File: src/rtl/core/spq_pkg.sv
`default_nettype none

package spq_pkg;

  localparam int unsigned PRI_W = 4;
  localparam int unsigned REC_W = 32;
  localparam int unsigned OCC_W = 5;

  localparam logic MODE_INSERT = 1'b0;
  localparam logic MODE_POP    = 1'b1;

  typedef enum logic [1:0] {
    ST_DONE  = 2'd0,
    ST_EMPTY = 2'd1,
    ST_FULL  = 2'd2
  } status_t;

  typedef struct packed {
    logic [PRI_W-1:0] pri;
    logic [REC_W-1:0] rec;
  } entry_t;

  // Broadcast from the top level to every cell in the row.
  typedef struct packed {
    logic   ins;
    logic   pop;
    entry_t ent;
  } op_t;

endpackage

`default_nettype wire

File: src/rtl/core/spq_if.sv
`default_nettype none

interface spq_in_if;
  logic                     valid;
  logic                     ready;
  logic                     mode;
  logic [spq_pkg::PRI_W-1:0] priority_req;
  logic [spq_pkg::REC_W-1:0] record_id;

  modport source (output valid, mode, priority_req, record_id, input ready);
  modport sink   (input valid, mode, priority_req, record_id, output ready);
endinterface

interface spq_out_if;
  logic                     valid;
  logic                     ready;
  logic [1:0]               status;
  logic [spq_pkg::REC_W-1:0] popped_id;
  logic [spq_pkg::OCC_W-1:0] occupancy;

  modport source (output valid, status, popped_id, occupancy, input ready);
  modport sink   (input valid, status, popped_id, occupancy, output ready);
endinterface

`default_nettype wire

File: src/rtl/core/spq_cell.sv
`default_nettype none

module spq_cell #(
  parameter int unsigned IDX = 0,
  parameter int unsigned CW  = 5
) (
  input  wire logic            clk,
  input  wire logic [CW-1:0]   count,
  input  wire spq_pkg::op_t    op,
  input  wire logic            left_valid,
  input  wire logic            left_gt,
  input  wire spq_pkg::entry_t left_ent,
  input  wire spq_pkg::entry_t right_ent,
  output logic                 valid,
  output logic                 gt,
  output spq_pkg::entry_t      ent
);

  spq_pkg::entry_t ent_r;
  spq_pkg::entry_t ent_nxt;
  logic            take_new;

  assign valid = count > CW'(IDX);
  // Strictly greater keeps equal priorities in arrival order.
  assign gt    = valid && (ent_r.pri > op.ent.pri);
  assign ent   = ent_r;

  // First slot that is empty or holds a larger priority, with the left
  // neighbour staying put.
  assign take_new = (!valid || gt) && left_valid && !left_gt;

  always_comb begin
    ent_nxt = ent_r;
    priority if (op.ins) begin
      priority if (left_gt) begin
        ent_nxt = left_ent;
      end else if (take_new) begin
        ent_nxt = op.ent;
      end else begin
        ent_nxt = ent_r;
      end
    end else if (op.pop) begin
      ent_nxt = right_ent;
    end else begin
      ent_nxt = ent_r;
    end
  end

  always_ff @(posedge clk) begin
    ent_r <= ent_nxt;
  end

endmodule

`default_nettype wire

File: src/rtl/core/stable_sorted_priority_queue_core.sv
// Stable sorted priority queue, lowest priority value leaves first.
// in_ch carries one request: mode 0 inserts (priority_req, record_id),
// mode 1 pops the head. Entries of equal priority leave in arrival order.
// out_ch returns one result per request: status (done, pop on empty,
// insert on full), popped_id of the removed head (zero otherwise) and the
// occupancy after the request, modulo 32.
// Entries sit in a row of QUEUE_DEPTH cells; every cell compares its own
// priority against the new one in parallel and shifts right (insert) or
// left (pop) in the same cycle.
// Latency: the result appears in the cycle after the request is accepted.
// Throughput: one request per cycle while out_ch is taken.
// The result register decouples the sides: in_ch.ready stays high while
// that register is empty or being drained, and drops while a result
// waits on a stalled receiver.
// Reset empties the queue and drops any pending result; cell contents are
// left as they are and are never read above the occupancy.
`default_nettype none

module stable_sorted_priority_queue_core #(
  parameter int unsigned QUEUE_DEPTH = 16
) (
  input  wire logic  clk,
  input  wire logic  rst_n,
  spq_in_if.sink     in_ch,
  spq_out_if.source  out_ch
);

  localparam int unsigned CW = $clog2(QUEUE_DEPTH + 1);

  logic [CW-1:0]          count_r;
  logic [CW-1:0]          count_nxt;
  logic                   out_vld_r;
  logic                   out_vld_nxt;
  spq_pkg::status_t       status_r;
  spq_pkg::status_t       status_nxt;
  logic [spq_pkg::REC_W-1:0] popped_r;
  logic [spq_pkg::REC_W-1:0] popped_nxt;
  logic                   accept;
  logic                   is_pop;
  logic                   full;
  logic                   empty;
  spq_pkg::op_t           op;

  logic            cell_valid [QUEUE_DEPTH];
  logic            cell_gt    [QUEUE_DEPTH];
  spq_pkg::entry_t cell_ent   [QUEUE_DEPTH];

  assign in_ch.ready = !out_vld_r || out_ch.ready;
  assign accept      = in_ch.valid && in_ch.ready;
  assign is_pop      = in_ch.mode == spq_pkg::MODE_POP;
  assign full        = count_r == CW'(QUEUE_DEPTH);
  assign empty       = count_r == '0;

  assign op.ins     = accept && !is_pop && !full;
  assign op.pop     = accept && is_pop && !empty;
  assign op.ent.pri = in_ch.priority_req;
  assign op.ent.rec = in_ch.record_id;

  for (genvar i = 0; i < QUEUE_DEPTH; i++) begin : g_cell
    logic            l_valid;
    logic            l_gt;
    spq_pkg::entry_t l_ent;
    spq_pkg::entry_t r_ent;

    if (i == 0) begin : g_head
      assign l_valid = 1'b1;
      assign l_gt    = 1'b0;
      assign l_ent   = '0;
    end else begin : g_body
      assign l_valid = cell_valid[i-1];
      assign l_gt    = cell_gt[i-1];
      assign l_ent   = cell_ent[i-1];
    end

    if (i == QUEUE_DEPTH - 1) begin : g_tail
      assign r_ent = '0;
    end else begin : g_inner
      assign r_ent = cell_ent[i+1];
    end

    spq_cell #(
      .IDX (i),
      .CW  (CW)
    ) u_cell (
      .clk        (clk),
      .count      (count_r),
      .op         (op),
      .left_valid (l_valid),
      .left_gt    (l_gt),
      .left_ent   (l_ent),
      .right_ent  (r_ent),
      .valid      (cell_valid[i]),
      .gt         (cell_gt[i]),
      .ent        (cell_ent[i])
    );
  end

  always_comb begin
    count_nxt = count_r;
    priority if (op.ins) begin
      count_nxt = count_r + CW'(1);
    end else if (op.pop) begin
      count_nxt = count_r - CW'(1);
    end else begin
      count_nxt = count_r;
    end
  end

  always_comb begin
    status_nxt = status_r;
    popped_nxt = popped_r;
    if (accept) begin
      status_nxt = spq_pkg::ST_DONE;
      popped_nxt = '0;
      priority if (is_pop && empty) begin
        status_nxt = spq_pkg::ST_EMPTY;
      end else if (!is_pop && full) begin
        status_nxt = spq_pkg::ST_FULL;
      end else if (is_pop) begin
        popped_nxt = cell_ent[0].rec;
      end else begin
        status_nxt = spq_pkg::ST_DONE;
      end
    end
    out_vld_nxt = accept || (out_vld_r && !out_ch.ready);
  end

  always_ff @(posedge clk) begin
    if (!rst_n) begin
      count_r   <= '0;
      out_vld_r <= 1'b0;
    end else begin
      count_r   <= count_nxt;
      out_vld_r <= out_vld_nxt;
    end
  end

  // Hold the result while the receiver stalls.
  always_ff @(posedge clk) begin
    status_r <= status_nxt;
    popped_r <= popped_nxt;
  end

  logic [spq_pkg::OCC_W-1:0] occ_r;
  always_ff @(posedge clk) begin
    if (accept) begin
      occ_r <= spq_pkg::OCC_W'(count_nxt);
    end
  end

  assign out_ch.valid     = out_vld_r;
  assign out_ch.status    = status_r;
  assign out_ch.popped_id = popped_r;
  assign out_ch.occupancy = occ_r;

endmodule

`default_nettype wire

File: src/flat_wrapper.sv
// flat-port wrapper written by rule: the top's interface ports become plain ports
module stable_sorted_priority_queue_core_flat 
#(
  parameter int unsigned QUEUE_DEPTH = 16
)
  (clk, rst_n, in_ch_valid, in_ch_mode, in_ch_priority_req, in_ch_record_id, in_ch_ready, out_ch_valid, out_ch_status, out_ch_popped_id, out_ch_occupancy, out_ch_ready);
  spq_in_if in_ch_i ();
  spq_out_if out_ch_i ();
  input  wire logic clk;
  input  wire logic rst_n;
  input wire logic [$bits(in_ch_i.valid)-1:0] in_ch_valid;
  input wire logic [$bits(in_ch_i.mode)-1:0] in_ch_mode;
  input wire logic [$bits(in_ch_i.priority_req)-1:0] in_ch_priority_req;
  input wire logic [$bits(in_ch_i.record_id)-1:0] in_ch_record_id;
  output wire logic [$bits(in_ch_i.ready)-1:0] in_ch_ready;
  output wire logic [$bits(out_ch_i.valid)-1:0] out_ch_valid;
  output wire logic [$bits(out_ch_i.status)-1:0] out_ch_status;
  output wire logic [$bits(out_ch_i.popped_id)-1:0] out_ch_popped_id;
  output wire logic [$bits(out_ch_i.occupancy)-1:0] out_ch_occupancy;
  input wire logic [$bits(out_ch_i.ready)-1:0] out_ch_ready;
  assign in_ch_i.valid = in_ch_valid;
  assign in_ch_i.mode = in_ch_mode;
  assign in_ch_i.priority_req = in_ch_priority_req;
  assign in_ch_i.record_id = in_ch_record_id;
  assign in_ch_ready = in_ch_i.ready;
  assign out_ch_valid = out_ch_i.valid;
  assign out_ch_status = out_ch_i.status;
  assign out_ch_popped_id = out_ch_i.popped_id;
  assign out_ch_occupancy = out_ch_i.occupancy;
  assign out_ch_i.ready = out_ch_ready;
  stable_sorted_priority_queue_core #(.QUEUE_DEPTH(QUEUE_DEPTH)) u_core (.clk(clk), .rst_n(rst_n), .in_ch(in_ch_i), .out_ch(out_ch_i));
endmodule
File: config.mk
export PLATFORM = sky130hd
export DESIGN_NAME = stable_sorted_priority_queue_core_flat
export DESIGN_NICKNAME = d
export VERILOG_FILES = /design/src/rtl/core/spq_pkg.sv /design/src/rtl/core/spq_if.sv /design/src/rtl/core/spq_cell.sv /design/src/rtl/core/stable_sorted_priority_queue_core.sv /design/src/flat_wrapper.sv
export SDC_FILE = /design/constraint.sdc
export NUM_CORES = 1
export LEC_CHECK = 0
export CORE_MARGIN = 2
export CORE_UTILIZATION = 50
export CTS_CLUSTER_SIZE = 14
export DETAILED_ROUTE_END_ITERATION = 7
export DONT_BUFFER_PORTS = 1
export PLACE_DENSITY = 0.68
export SKIP_CTS_REPAIR_TIMING = 1
export SLEW_MARGIN = 30
export SYNTH_ARGS = -nofsm -noshare
export SYNTH_HDL_FRONTEND = slang
export SYNTH_SLANG_ARGS = --single-unit
File: constraint.sdc
create_clock -name clk -period 5.76 [get_ports clk]
set_input_delay 0.576 -clock clk [delete_from_list [all_inputs] [get_ports clk]]
set_output_delay 0.576 -clock clk [all_outputs]
set_load 0.03 [all_outputs]
# Yosys cells after proc, flatten, opt, wreduce, memory -nomap -nowiden
# Cells that the tools add are included.
[word_totals]
elab_cells = 282
out_inout_bits = 41
ff_bits = 621
[classes]
n_addsub = 2
magnitude_cmp = 32
eq_ne = 17
n_bitwise = 1
n_reduce_logical = 127
mux = 66
[ops]
columns = ["operator", "n"]
rows = [
  ["36-bit 2-to-1 mux", 63],
  ["4-bit greater-than comparator", 16],
  ["1-bit logical AND", 54],
  ["3-bit != test (second input constant)", 14],
  ["5-bit by 4-bit greater-than comparator with 1-bit output (second input constant)", 8],
  ["1-bit zero test", 36],
  ["2-bit AND reduction", 16],
  ["5-bit by 3-bit greater-than comparator with 1-bit output (second input constant)", 4],
  ["1-bit logical OR", 18],
  ["5-bit by 1-bit greater-than comparator with 1-bit output (second input constant)", 2],
  ["5-bit by 2-bit greater-than comparator with 1-bit output (second input constant)", 2],
  ["5-bit 2-to-1 mux", 2],
  ["5-bit by 1-bit adder with 5-bit output (second input constant)", 1],
  ["5-bit == test (second input constant)", 1],
  ["5-bit zero test", 1],
  ["5-bit by 1-bit subtractor with 5-bit output (second input constant)", 1],
  ["3-bit by 2-bit != test with 1-bit output (second input constant)", 1],
  ["3-bit OR reduction", 1],
  ["2-bit 2-to-1 mux", 1],
  ["2-bit by 1-bit != test with 1-bit output (second input constant)", 1],
  ["2-bit nonzero test", 1],
  ["1-bit inverter", 1],
]

# Depth between registers and ports, before layout
[logic_depth]
ltp_word = 8
depth_mapped = 12
ltp_nobuf = 7

# By module
# A second synthesis with hierarchy kept.
[unflattened]
cells_unflattened = 2977
area_unflattened_um2 = 34038.9
[by_module_without_submodules]
columns = ["module", "cells_per_inst", "n_inst", "area_each_um2"]
rows = [
  ["spq_cell (u_core.g_cell[11].u_cell ...)", 176, 2, 2004.4],
  ["spq_cell (u_core.g_cell[9].u_cell)", 176, 1, 2019.4],
  ["spq_cell (u_core.g_cell[10].u_cell)", 178, 1, 2018.2],
  ["spq_cell (u_core.g_cell[8].u_cell)", 180, 1, 2015.7],
  ["spq_cell (u_core.g_cell[4].u_cell)", 180, 1, 2014.4],
  ["spq_cell (u_core.g_cell[12].u_cell)", 179, 1, 2013.2],
  ["spq_cell (u_core.g_cell[14].u_cell)", 178, 1, 2013.2],
  ["spq_cell (u_core.g_cell[0].u_cell)", 177, 1, 2010.7],
  ["spq_cell (u_core.g_cell[5].u_cell)", 175, 1, 2008.2],
  ["spq_cell (u_core.g_cell[13].u_cell)", 176, 1, 2005.7],
  ["spq_cell (u_core.g_cell[7].u_cell)", 176, 1, 2003.2],
  ["spq_cell (u_core.g_cell[6].u_cell)", 178, 1, 1999.4],
  ["spq_cell (u_core.g_cell[2].u_cell)", 178, 1, 1986.9],
  ["spq_cell (u_core.g_cell[1].u_cell)", 175, 1, 1976.9],
  ["+2 rows", "--", "--", "--"],
]

# Worst setup path after synthesis
# OpenSTA, ideal clock, no wires.
[synth_path]
path_type = "register -> register"
from = "register u_core.count_r[0]"
to = "register u_core.g_cell[15].u_cell.ent_r (netlist bit u_core.g_cell[15].u_cell.ent[0]) (enable)"
path_buffers = 5
synth_period_minus_slack_ns = 4.884
setup_ns = 0.484
setup_slack_ns = 0.876
arrival_time_ns = 4.401
stages_incl_launch_ff = 11
cell_sequence = "dfxtp_1 -> buf_2 -> inv_1 -> ha_1 -> nand2b_1 -> buf_4 -> o2111ai_4 -> buf_4 -> buf_6 -> buf_4 -> o31ai_1"
[synth_via]
elab_chain_cells = 7
[synth_rtl]
columns = ["item", "line_no", "rtl"]
rows = [
  ["start, declared", "stable_sorted_priority_queue_core.sv:30", "logic [CW-1:0] count_r;"],
  ["start signal, assigned", "stable_sorted_priority_queue_core.sv:133", "count_r <= count_nxt;"],
  ["5-bit by 4-bit greater-than comparator with 1-bit output", "spq_cell.sv:23", "assign valid = count > CW'(IDX);"],
  ["1-bit zero test / 1-bit logical AND (equally long branches)", "spq_cell.sv:30, spq_cell.sv:25", ""],
  ["1-bit logical OR", "spq_cell.sv:30", "assign take_new = (!valid || gt) && left_valid && !left_gt;"],
  ["1-bit logical AND (2 in a row)", "spq_cell.sv:30", ""],
  ["3-bit != test (no source line)", "--", ""],
  ["2-bit AND reduction (no source line) *", "--", ""],
  ["end signal, assigned", "spq_cell.sv:50", "ent_r <= ent_nxt;"],
  ["end, declared", "spq_cell.sv:19", "spq_pkg::entry_t ent_r;"],
]
# Every way passes the cells marked *; elsewhere a longest branch is shown, timed or not.
# A chain may end at the register's enable or synchronous reset.

# Worst setup path in the final report
[layout_path]
from = "register u_core.count_r[0]"
to = "register u_core.g_cell[10].u_cell.ent_r (netlist bit u_core.g_cell[10].u_cell.ent[28]) (enable)"
[layout_via]
elab_chain_cells = 7
[layout_rtl]
columns = ["item", "line_no"]
rows = [
  ["5-bit by 4-bit greater-than comparator with 1-bit output", "spq_cell.sv:23"],
  ["1-bit zero test / 1-bit logical AND (equally long branches)", "spq_cell.sv:30, spq_cell.sv:25"],
  ["1-bit logical OR", "spq_cell.sv:30"],
  ["1-bit logical AND (2 in a row)", "spq_cell.sv:30"],
  ["3-bit != test (no source line)", "--"],
  ["2-bit AND reduction (no source line) *", "--"],
  ["end signal, assigned", "spq_cell.sv:50"],
  ["end, declared", "spq_cell.sv:19"],
]
# Marked as above.

==> key figures <==
Run status
  • Status: finished, final reports clean

Power and ir drop
  • P_leak: around 13 nW
  • PwrDens: between 400 and 500 nW/um^2
  • Peak VDD IR: 0.000286 V

Drt
  • Drt wl/cell: approximately 25 um
  • Vias/cell: roughly 6.6
  • Via count: between 20000 and 25000
  • DRT iter0 DRCs: 2737
  • Post-route ant nets: 0
  • Post-Route WL: slightly above 90000 um
  • Drt first pass iters: 6
  • Drc violations: 0

Floorplan
  • # rows: between 90 and 100
  • Die footprint: approximately 66000 um^2
  • Die X: approximately 260 um
  • Starting Density: between 50% and 60%
  • IO Count: 82
  • Core area: about 63000 um^2
  • Die Ht: 257 um

Setup path
  • Worst path max stage delay: around 0.77 ns
  • CP Class: reg -> reg
  • Top delay family on crit path: compound AO/OA/AOI/OAI gates
  • Worst Setup Start Kind: register
  • WP data required: around 6.0 ns
  • Crit path capture type: register
  • Buf/Inv on CP: 2
  • Worst r2r path cells: 7
  • Crit path max fanout: 54
  • Worst R2R Setup Slack: 1.97 ns
  • Critical path depth: 7
  • Crit-path cells: inv_1 > ha_1 > nand2b_1 > o2111a_4 > a21oi_1 > a31oi_4 > buf_4
  • CP arrival: 4.04 ns
  • Slowest CP cell: a31oi_4

Synth
  • Top FF cell, synth: edfxtp_1
  • Synthesized cell area: about 32000 um^2
  • Synth Area in XOR/XNOR: less than 1%
  • Synth Area in Compound Gates: a little over an eighth
  • Ys async rst share: 0%
  • Seq cells post-synth: approximately 620
  • Synth Area in Simple Gates: about 17%
  • Sequential area share after synthesis: between 50 and 60%
  • Number of flops mapped to enable cells by yosys: approximately 620
  • Avg Cell Area, Syn: between 10 and 15 um^2
  • Unique cell type count in the Yosys netlist: 56
  • YS warnings: 0
  • Mux contribution to synthesized area: roughly 3.3%
  • Synthesized Nets: between 3000 and 4000
  • Largest family of logic cells by synthesized area: simple AND/OR/NAND/NOR gates
  • Synth Area in Adders: about 2.7%
  • Synth Instances: 2952

STA
  • RSZ-0062 raised after global routing: no
  • Crit share post-route: about two thirds
  • Worst-Margin Slew: roughly 1.0 ns
  • Clk_skew: between 0.02 and 0.03 ns
  • Final setup vio count: 0
  • WHS: between 0.09 and 0.1 ns
  • Setup ws final: a little under 2 ns
  • Tmin final: 3.79 ns
  • Sum Neg Setup Slack: 0 ns
  • Hold Vio Cnt, Final: 0
  • Slew HR: between 30% and 40%
  • FMAX: 0.264 GHz
  • Slew Limit Fails: 0

Place
  • Dpl ws: 1.79 ns
  • HPWL after DPL: ~57000 um
  • GP Congestion: approximately 0.9
  • Port bufs: 0
  • Placed cell count: 3565

Clock tree
  • Clk_lat worst skew: a little over 0.6 ns
  • CTS sink cnt: 621
  • Clk buf depth: 3
  • H-tree depth: 3
  • CTS clk-pin slew, worst paths: around 0.060 ns
  • Num CTS Buffers: 68
  • CTS tree: done
  • CTS root buf: clkbuf_16

GRT
  • Grt peak-use layer: met2
  • Initial antenna violation count: 0
  • Pin count of the biggest net entering global routing: between 200 and 250
  • Met3 global-route usage: under 10%
  • Tot GR Track Use: between 20% and 30%
  • Met1 global-route usage: approximately a third
  • First-pass GRT wire length: between 100000 and 150000 um
  • Number of global-route vias before repair: roughly 24000
  • M2 GR Usage: between 40 and 50%
  • Gr ovfl total: 0

Cells and area
  • P&R area growth vs syn: 7.36%
  • Non-Filler Instances: ~3700
  • Register area: about 19000 um^2
  • Fillers: approximately 5400
  • Ant. Diodes: 0
  • Final #Nets: about 2900
  • Final core occ: a little over half
  • Multi-input gate area: about 12000 um^2
  • Layout cell share with drive strength beyond 1: under 10%

Flow run
  • Max-cap violations: 0

Hold path
  • Number of stages on the worst hold path: 1
  • Worst Hold Class: in -> reg
## placed cells by master, fill, tap and decap left out, types with 25 or more instances in the layout
cell	instances
and3_1	36
nand3_1	369
clkbuf_16	71
o211ai_1	358
nand4_1	41
buf_4	39
edfxtp_1	615
ha_1	69
a31oi_1	42
mux2i_1	105
o21ai_0	133
nor2_1	52
a21oi_1	31
nand2_1	643
inv_1	25
## where the power goes
group          total [mW]  internal [mW]  switching, mW  leakage (nW)
sequential           6.84           6.24          0.598          5.78
combinational        3.27          0.913           2.36          5.66
clock                4.41           2.54           1.88          1.07
total                14.5           9.69           4.83          12.5
## synth_stat cells (4+ instances only)
library cell | count | area (um^2)
dfxtp_1 | 6 | 120
nand3_1 | 369 | 1850
buf_4 | 30 | 225
mux2i_1 | 105 | 1050
buf_6 | 41 | 462
and2_1 | 9 | 56.3
o221ai_1 | 12 | 105
o21ai_1 | 17 | 85.1
inv_1 | 26 | 97.6
nor2b_1 | 10 | 62.6
nand2_1 | 646 | 2420
a21oi_1 | 32 | 160
nor3_1 | 11 | 55.1
clkbuf_1 | 65 | 244
buf_1 | 4 | 15.0
o211ai_1 | 358 | 2690
nand4_1 | 41 | 257
ha_1 | 69 | 863
nor2_1 | 53 | 199
buf_2 | 138 | 691
nand4b_1 | 7 | 61.3
o31ai_1 | 7 | 52.6
edfxtp_1 | 615 | 18500
and4_1 | 12 | 105
o21ai_0 | 133 | 666
a211oi_2 | 5 | 62.6
and3_1 | 37 | 231
a31oi_1 | 48 | 300
## layout make-up
| cell class | instances | area share (%) |
|---|---|---|
| inverter | 27 | 0.294 |
| multi-input combinational | 2026 | 34.8 |
| sequential | 621 | 54.0 |
| clock buffer | 82 | 5.28 |
| timing repair buffer | 47 | 1.36 |
| tap | 846 | 3.07 |
| clock inverter | 43 | 1.15 |
## kinds of logic (layout without fill, tap and decap cells)
family,count (synthesis),after routing
compound gates,637,637
xor+xnor,2,2
fa+ha+maj,70,70
buf+inv,305,199
flops,621,621
mux,105,105
simple gates,1212,1212
## worst register-to-register path: stages (launching register included)
cell      delay (ns)
dfxtp_1         0.51
inv_1           0.16
ha_1            0.28
nand2b_1        0.28
o2111a_4        0.70
a21oi_1         0.24
a31oi_4         0.77
buf_4           0.50
## path summary, 6_finish.rpt
path                                          from                                to
hold reg to reg   u_core.g_cell[15].u_cell.ent[26]  u_core.g_cell[14].u_cell.ent[26]
setup reg to reg                 u_core.count_r[0]  u_core.g_cell[10].u_cell.ent[28]
hold / removal                               rst_n                 u_core.count_r[2]
setup / recovery                 u_core.count_r[0]  u_core.g_cell[10].u_cell.ent[28]
## registers in the layout, summed over array words and instances (netlist names)
name / count
u_core.out_ch.valid: 1
u_core.out_ch.popped_id: 32
u_core.g_cell.u_cell.ent: 576
u_core.out_ch.status: 2
u_core.count_r: 5
u_core.out_ch.occupancy: 5
## metrics by stage
stage | instance area, um^2 | power, mW
after floorplan | 32100 | 9.05
after global placement | 32100 | 9.97
after detailed placement | 32200 | 10.1
after CTS | 34400 | 14.5
after global routing | 34400 | 15.1
final | 34400 | 14.5
## per-layer routing
| metal | share of wire (%) | vias to the layer above |
|---|---|---|
| met4 | 4.3 | 0 |
| met2 | 49 | 1150 |
| met3 | 7.8 | 242 |
| li1 | - | 10800 |
| met5 | 0 | - |
| met1 | 39 | 12000 |
No activity file was read; power rests on OpenSTA's default activity.
